**src/design/midpoint_line_rasterizer_top_assert.svh**
```systemverilog
// Assertion macros for the midpoint line rasterizer.
`ifndef MIDPOINT_LINE_RASTERIZER_TOP_ASSERT_SVH
`define MIDPOINT_LINE_RASTERIZER_TOP_ASSERT_SVH

// Checks that cond holds in the same cycle as trig.
`define MLR_ASSERT_SAME(lbl, trig, cond, msg) \
    lbl: assert property (@(posedge clk) disable iff (!rst_n) (trig) |-> (cond)) \
        else $error(msg);

// Checks that cond holds in the cycle after trig.
`define MLR_ASSERT_NEXT(lbl, trig, cond, msg) \
    lbl: assert property (@(posedge clk) disable iff (!rst_n) (trig) |=> (cond)) \
        else $error(msg);

`endif

```
**src/design/mlr_pkg.sv**
```systemverilog
`default_nettype none

package mlr_pkg;

    localparam int COORD_BITS_DEF = 11;

    localparam logic CMD_START = 1'b0;
    localparam logic CMD_STEP  = 1'b1;

endpackage

`default_nettype wire

```
**src/design/midpoint_line_rasterizer_top.sv**
```systemverilog
// Midpoint line rasterizer.
// The input stream carries commands. A start transaction (tuser = 0) loads two
// endpoints from tdata and always yields the first pixel of the line. A step
// transaction (tuser = 1) yields the next pixel while a line is active and
// yields nothing when no line is active. Both endpoints are drawn, and the
// pixel at the final endpoint leaves with tlast set.
// Each accepted command is worked out in the cycle it is accepted; its pixel
// is held in the output register from the next cycle on, and one command can
// be taken in every cycle, one pixel per clock, while the receiver keeps up.
// That rate is set by the step loop, one add of the decision term and one
// compare against the endpoint per cycle.
// A result waiting in the output register does not block input as long as
// the receiver takes it in the same cycle; when the receiver stalls, the
// pixel is held and s_axis_tready stays low until it is taken.
// Reset clears the output valid flag and leaves no line active.
`default_nettype none

module midpoint_line_rasterizer_top
    import mlr_pkg::*;
#(
    parameter int COORD_BITS = COORD_BITS_DEF,
    localparam int IN_W  = ((4 * COORD_BITS + 7) / 8) * 8,
    localparam int OUT_W = ((2 * COORD_BITS + 7) / 8) * 8
)
(
    input  wire logic             clk,
    input  wire logic             rst_n,
    input  wire logic             s_axis_tvalid,
    output logic                  s_axis_tready,
    input  wire logic [IN_W-1:0]  s_axis_tdata,  // start_x, start_y, end_x, end_y
    input  wire logic             s_axis_tuser,  // command
    output logic                  m_axis_tvalid,
    input  wire logic             m_axis_tready,
    output logic [OUT_W-1:0]      m_axis_tdata,  // pixel_x, pixel_y
    output logic                  m_axis_tlast
);

    localparam int N     = COORD_BITS;
    localparam int INC_W = COORD_BITS + 3;
    localparam int DEC_W = COORD_BITS + 4;

    logic [N-1:0]            cur_x_reg, cur_x_next;
    logic [N-1:0]            cur_y_reg, cur_y_next;
    logic [N-1:0]            stop_x_reg, stop_x_next;
    logic [N-1:0]            stop_y_reg, stop_y_next;
    logic signed [DEC_W-1:0] decision_reg, decision_next;
    logic signed [INC_W-1:0] inc_straight_reg, inc_straight_next;
    logic signed [INC_W-1:0] inc_diagonal_reg, inc_diagonal_next;
    logic                    steep_reg, steep_next;
    logic                    y_down_reg, y_down_next;
    logic                    active_reg, active_next;

    logic                    out_valid_reg;
    logic [N-1:0]            out_x_reg;
    logic [N-1:0]            out_y_reg;
    logic                    out_last_reg;

    logic                    in_fire;
    logic                    produce;
    logic                    last_next;

    logic [N-1:0]            sx, sy, ex, ey;
    logic [N-1:0]            fx, fy, tx, ty;
    logic [N-1:0]            dx, dy, major, minor;
    logic                    st_y_down, st_steep;
    logic [N-1:0]            y_stepped;
    logic [N-1:0]            x_stepped;

    assign s_axis_tready = !out_valid_reg || m_axis_tready;
    assign in_fire       = s_axis_tvalid && s_axis_tready;

    assign sx = s_axis_tdata[N-1:0];
    assign sy = s_axis_tdata[2*N-1:N];
    assign ex = s_axis_tdata[3*N-1:2*N];
    assign ey = s_axis_tdata[4*N-1:3*N];

    always_comb
    begin
        if (ex > sx)
        begin
            fx = sx;
            fy = sy;
            tx = ex;
            ty = ey;
        end
        else
        begin
            fx = ex;
            fy = ey;
            tx = sx;
            ty = sy;
        end
        dx        = tx - fx;
        st_y_down = ty < fy;
        dy        = st_y_down ? fy - ty : ty - fy;
        st_steep  = dy > dx;
        major     = st_steep ? dy : dx;
        minor     = st_steep ? dx : dy;
    end

    assign y_stepped = y_down_reg ? cur_y_reg - 1'b1 : cur_y_reg + 1'b1;
    assign x_stepped = cur_x_reg + 1'b1;

    always_comb
    begin
        cur_x_next        = cur_x_reg;
        cur_y_next        = cur_y_reg;
        stop_x_next       = stop_x_reg;
        stop_y_next       = stop_y_reg;
        decision_next     = decision_reg;
        inc_straight_next = inc_straight_reg;
        inc_diagonal_next = inc_diagonal_reg;
        steep_next        = steep_reg;
        y_down_next       = y_down_reg;
        active_next       = active_reg;
        produce           = 1'b0;
        last_next         = 1'b0;
        if (s_axis_tuser == CMD_START)
        begin
            cur_x_next        = fx;
            cur_y_next        = fy;
            stop_x_next       = tx;
            stop_y_next       = ty;
            steep_next        = st_steep;
            y_down_next       = st_y_down;
            decision_next     = $signed(DEC_W'({minor, 1'b0})) - $signed(DEC_W'(major));
            inc_straight_next = $signed(INC_W'({minor, 1'b0}));
            inc_diagonal_next = $signed(INC_W'({minor, 1'b0}))
                              - $signed(INC_W'({major, 1'b0}));
            last_next         = (major == '0);
            active_next       = !last_next;
            produce           = 1'b1;
        end
        else if (active_reg)
        begin
            if (decision_reg > 0)
            begin
                decision_next = decision_reg
                              + {{(DEC_W-INC_W){inc_diagonal_reg[INC_W-1]}}, inc_diagonal_reg};
                if (steep_reg)
                begin
                    cur_x_next = x_stepped;
                end
                else
                begin
                    cur_y_next = y_stepped;
                end
            end
            else
            begin
                decision_next = decision_reg
                              + {{(DEC_W-INC_W){inc_straight_reg[INC_W-1]}}, inc_straight_reg};
            end
            if (steep_reg)
            begin
                cur_y_next = y_stepped;
                last_next  = (y_stepped == stop_y_reg);
            end
            else
            begin
                cur_x_next = x_stepped;
                last_next  = (x_stepped == stop_x_reg);
            end
            active_next = !last_next;
            produce     = 1'b1;
        end
    end

    always_ff @(posedge clk or negedge rst_n)
    begin
        if (!rst_n)
        begin
            cur_x_reg        <= '0;
            cur_y_reg        <= '0;
            stop_x_reg       <= '0;
            stop_y_reg       <= '0;
            decision_reg     <= '0;
            inc_straight_reg <= '0;
            inc_diagonal_reg <= '0;
            steep_reg        <= 1'b0;
            y_down_reg       <= 1'b0;
            active_reg       <= 1'b0;
            out_valid_reg    <= 1'b0;
        end
        else
        begin
            if (in_fire)
            begin
                cur_x_reg        <= cur_x_next;
                cur_y_reg        <= cur_y_next;
                stop_x_reg       <= stop_x_next;
                stop_y_reg       <= stop_y_next;
                decision_reg     <= decision_next;
                inc_straight_reg <= inc_straight_next;
                inc_diagonal_reg <= inc_diagonal_next;
                steep_reg        <= steep_next;
                y_down_reg       <= y_down_next;
                active_reg       <= active_next;
            end
            if (in_fire && produce)
            begin
                out_valid_reg <= 1'b1;
            end
            else if (m_axis_tready)
            begin
                out_valid_reg <= 1'b0;
            end
        end
    end

    always_ff @(posedge clk)
    begin
        if (in_fire && produce)
        begin
            out_x_reg    <= cur_x_next;
            out_y_reg    <= cur_y_next;
            out_last_reg <= last_next;
        end
    end

    assign m_axis_tvalid = out_valid_reg;
    assign m_axis_tdata  = OUT_W'({out_y_reg, out_x_reg});
    assign m_axis_tlast  = out_last_reg;

`include "midpoint_line_rasterizer_top_assert.svh"

    `MLR_ASSERT_NEXT(a_start_gives_pixel, in_fire && s_axis_tuser == CMD_START,
        m_axis_tvalid, "start transaction produced no pixel")
    `MLR_ASSERT_NEXT(a_step_gives_pixel, in_fire && s_axis_tuser == CMD_STEP && active_reg,
        m_axis_tvalid, "step on an active line produced no pixel")
    `MLR_ASSERT_NEXT(a_last_ends_line, in_fire && produce && last_next,
        !active_reg && m_axis_tlast, "final pixel did not end the line")
    `MLR_ASSERT_SAME(a_active_not_at_end, active_reg,
        (steep_reg ? (cur_y_reg != stop_y_reg) : (cur_x_reg != stop_x_reg)),
        "active line already sits on its final endpoint")

endmodule

`default_nettype wire

```
**config.mk**
```make
export PLATFORM = sky130hd
export DESIGN_NAME = midpoint_line_rasterizer_top
export DESIGN_NICKNAME = d
export VERILOG_FILES = /design/src/design/mlr_pkg.sv /design/src/design/midpoint_line_rasterizer_top.sv
export VERILOG_INCLUDE_DIRS = /design/src /design/src/design
export SDC_FILE = /design/constraint.sdc
export NUM_CORES = 1
export LEC_CHECK = 0
export ABC_AREA = 1
export BUFFER_PORTS_ARGS = -buffer_cell sky130_fd_sc_hd__buf_4
export CORE_AREA = 3 3 132 134
export CTS_CLUSTER_SIZE = 20
export DETAILED_ROUTE_END_ITERATION = 10
export DIE_AREA = 0 0 135 137
export GPL_ROUTABILITY_DRIVEN = 0
export PLACE_DENSITY = 0.81
export SYNTH_ARGS = -nofsm -noshare
export SYNTH_HDL_FRONTEND = slang
export SYNTH_SLANG_ARGS = --single-unit
export TNS_END_PERCENT = 30
```
**constraint.sdc**
```tcl
create_clock -name clk -period 4.8 [get_ports clk]
set_input_delay 0.72 -clock clk [delete_from_list [all_inputs] [get_ports clk]]
set_output_delay 0.72 -clock clk [all_outputs]
set_load 0.1 [all_outputs]
```
==> flow_summary_export.csv <==
group,metric,value,unit
run_status,status,"complete, but fails checks",
run_status,violations,"DRC, setup timing",
logic_synthesis,syn_inst,1555,
logic_synthesis,yosys.area_share.simple,0.3443,
timing,tns,-34.45,ns
global_route,grt_pass1_wl,57990,um
logic_synthesis,ys_async_sr_fraction,0.7890,
timing,setup_viol,38,
timing,fin_ws,-1.751,ns
logic_synthesis,synth_fa_ha_area_frac,0.08035,
logic_synthesis,synthTopCellsByCount,"nand2_1, inv_1, o21ai_0",
drt,finalWirelength,43390,um
worst_setup_path,cp_slowest_cell,"bufbuf_16",
cts,cts_buffers,9,
layout,fin_nets,2020,
worst_setup_path,path_max_fanout,16,
placed_design,dp_hpwl,25160,um
floorplanning,dieArea,18500,um^2
drt,vias_per_cell,6.295,
cts,cts-root-buf,"clkbuf_16",
floorplanning,start_util,0.6150,
logic_synthesis,yosys-top-cells-area,"dfrtp_1, nand2_1, ha_1",
worst_setup_path,critical_path_class,"in -> reg",
cts,clockBufferDepth,2,
layout,utilization,0.8791,
worst_setup_path,critPathArrivalTime,6.81,ns
drt,drc_errors,17,
layout,layout-drive-gt1-share,0.3342,
layout,insertedDiodeCount,0,
logic_synthesis,yosysWarnings,0,
cts,clock_latency,0.38,ns
timing,worstMarginPinSlew,1.197,ns
worst_setup_path,critPathLaunchType,"input port",
floorplanning,die_x,135,um
drt,detail-route-antenna-nets,0,
floorplanning,rows,47,
floorplanning,coreArea,16410,um^2
placed_design,dp_cells,2069,
timing,fin_skew,0.01057,ns
worst_setup_path,endpoint_kind,"register",
logic_synthesis,ys_dominant_reg_cell,"dfrtp_1",
drt,wl_per_cell,20.38,um
timing,period_share,1.365,
drt,dr_total_vias,13400,
logic_synthesis,synth_seq_area_share,0.2817,
cts,clock_sinks,109,
layout,finalInstanceArea,14420,um^2
layout,syn2layout_area_growth,42.93,%
run,drv_cap,0,
logic_synthesis,ys_seq_elements,109,
timing,timing.fmax,0.1527,GHz
logic_synthesis,synthMuxAreaShare,0.001984,
logic_synthesis,synth_top_family_by_area,"simple AND/OR/NAND/NOR gates",
cts,clkTransAtPathRegs,0.08,ns
logic_synthesis,yosys.area.top_type_share,0.2133,
logic_synthesis,synth_largest_area_cell,"dfrtp_1",
power_and_ir_drop,powerDensity,657.2,nW/um^2
layout,fin_cells,2129,
timing,rsz0062_at_grt,"yes",
logic_synthesis,syn-cell-area,10090,um^2
timing,min_period,6.551,ns
logic_synthesis,synth.most_common_cell,"nand2_1",
timing,maxSlewHeadroom,0.2010,
floorplanning,boundaryPins,80,
placed_design,placed_cell_area,12980,um^2
global_route,antenna_found_initial,0,
logic_synthesis,syn_avg_cell_area,6.489,um^2
drt,drt_iter0_markers,2030,
worst_setup_path,reg2reg_depth,25,
global_route,gr-total-overflow,0,
floorplanning,die-height,137,um
logic_synthesis,yosysUniqueCellTypes,56,
worst_setup_path,worstPathRequired,5.06,ns
timing,fin_hold_ws,0.3292,ns
power_and_ir_drop,p_leak,7.610,nW
drt,dr.pass1.iters,11,
hold_path,hp-class,"in -> async",
global_route,grt_start_max_net_pins,49,
cts,cts_tree,"yes",
logic_synthesis,synth-xor-area-share,0.03199,
layout,largest_register_ffs,15,
logic_synthesis,synth_edf_count,23,
placed_design,portBuffers,73,
timing,maxSlewViolCount,0,
worst_setup_path,path_common_cell,"nand2_1",
worst_setup_path,max_stage_delay,0.32,ns
timing,hold_violations,0,
power_and_ir_drop,vdd.ir_drop.worst,0.9335,mV
global_route,grt_pass1_vias,11940,
cts,h-tree-depth,3,
logic_synthesis,synth-compound-area-share,0.1566,
global_route,grt_usage,0.3951,
## routing by layer
layer | part of all wire | routed length (um) | track usage
met5 | 0 | 0 | 0
met4 | 0.095 | 4106 | 0.2184
met3 | 0.13 | 5459 | 0.06875
met2 | 0.45 | 19490 | 0.6615
met1 | 0.33 | 14340 | 0.4853
## cell families (layout without fill, tap and decap cells)
| family | Yosys count | in the layout |
|---|---|---|
| simple gates | 808 | 809 |
| compound gates | 281 | 281 |
| buf+inv | 255 | 607 |
| flops | 109 | 109 |
| fa+ha+maj | 63 | 63 |
| xor+xnor | 36 | 36 |
| mux | 2 | 2 |
| other cells | 1 | 2 |
## critical path: cells and delay by family
kind | cells | cell delay [ns]
AND/OR/NAND/NOR | 25 | 3.30
AO/OA/AOI/OAI | 7 | 0.97
adder cells (fa/ha/maj) | 3 | 0.94
buffers and inverters | 8 | 0.84
## report_power, final
group / internal, W / switching (W) / total [W] / leakage [nW]
Sequential: 0.00126 / 0.000223 / 0.00148 / 1.27
Clock: 0.000369 / 0.000405 / 0.000774 / 0.142
Combinational: 0.00300 / 0.00422 / 0.00722 / 6.20
## metrics by stage
step | setup WS, ns | power (W)
final | -1.751 | 0.009478
after global routing | -1.907 | 0.009956
after detailed placement | -1.498 | 0.006890
after floorplan | -0.9531 | 0.005004
after global placement | -1.324 | 0.006692
after CTS | -0.9959 | 0.008288
## worst paths after layout
path | endpoint | slack [ns] | from
worst max register to register | decision_reg[14] | -0.39 | decision_reg[2]
min in group clk | inc_straight_reg[2] | 0.49 | inc_straight_reg[2]
worst max-delay path | decision_reg[12] | -1.75 | s_axis_tdata[5]
worst min register to register | inc_straight_reg[2] | 0.49 | inc_straight_reg[2]
worst min-delay path | stop_x_reg[6] | 0.33 | rst_n
max in group asynchronous | inc_diagonal_reg[6] | 3.43 | rst_n
## layout make-up
| class | instances | area (um^2) |
|---|---|---|
| Clock buffer | 10 | 229.0 |
| Fill cell | 773 | 1984 |
| Tap cell | 220 | 275.3 |
| Clock inverter | 6 | 63.81 |
| Multi-Input combinational cell | 1193 | 7123 |
| Timing Repair Buffer | 380 | 3059 |
| Sequential cell | 109 | 2843 |
| Inverter | 211 | 829.5 |
## timing repair
action                     CTS  global route
gates resized for setup     84           116
hold buffers                 0             0
setup endpoints to repair   26            36
buffers inserted            25            17
pin swaps                   61            80
cloned                       3             0
## cells in the final DEF (no fill, tap or decap), types with 8 or more instances in the layout
master     netlist  final
buf_4            5    350
nand2_2         19     60
nand3_1        110     91
inv_2           11     25
clkbuf_16        0      9
edfxtp_1        23     23
ha_4             0     22
o211ai_1         8      8
or2_2           12     12
buf_6            7     21
dfrtp_1         86     86
o21ai_0        118    101
ha_1            60     38
o21ai_2         13     22
nand2_4          3     10
nor2_1          65     52
xor2_1          25     24
nand3_2          3     22
nand4_1         22     22
o21ai_1         30     32
a21oi_1         72     60
nand2_1        540    490
a21oi_2          4     13
inv_4            0      8
inv_1          199    176
xnor2_1         10      8
nor2_2           2     12
(Power assumes the default switching activity.)
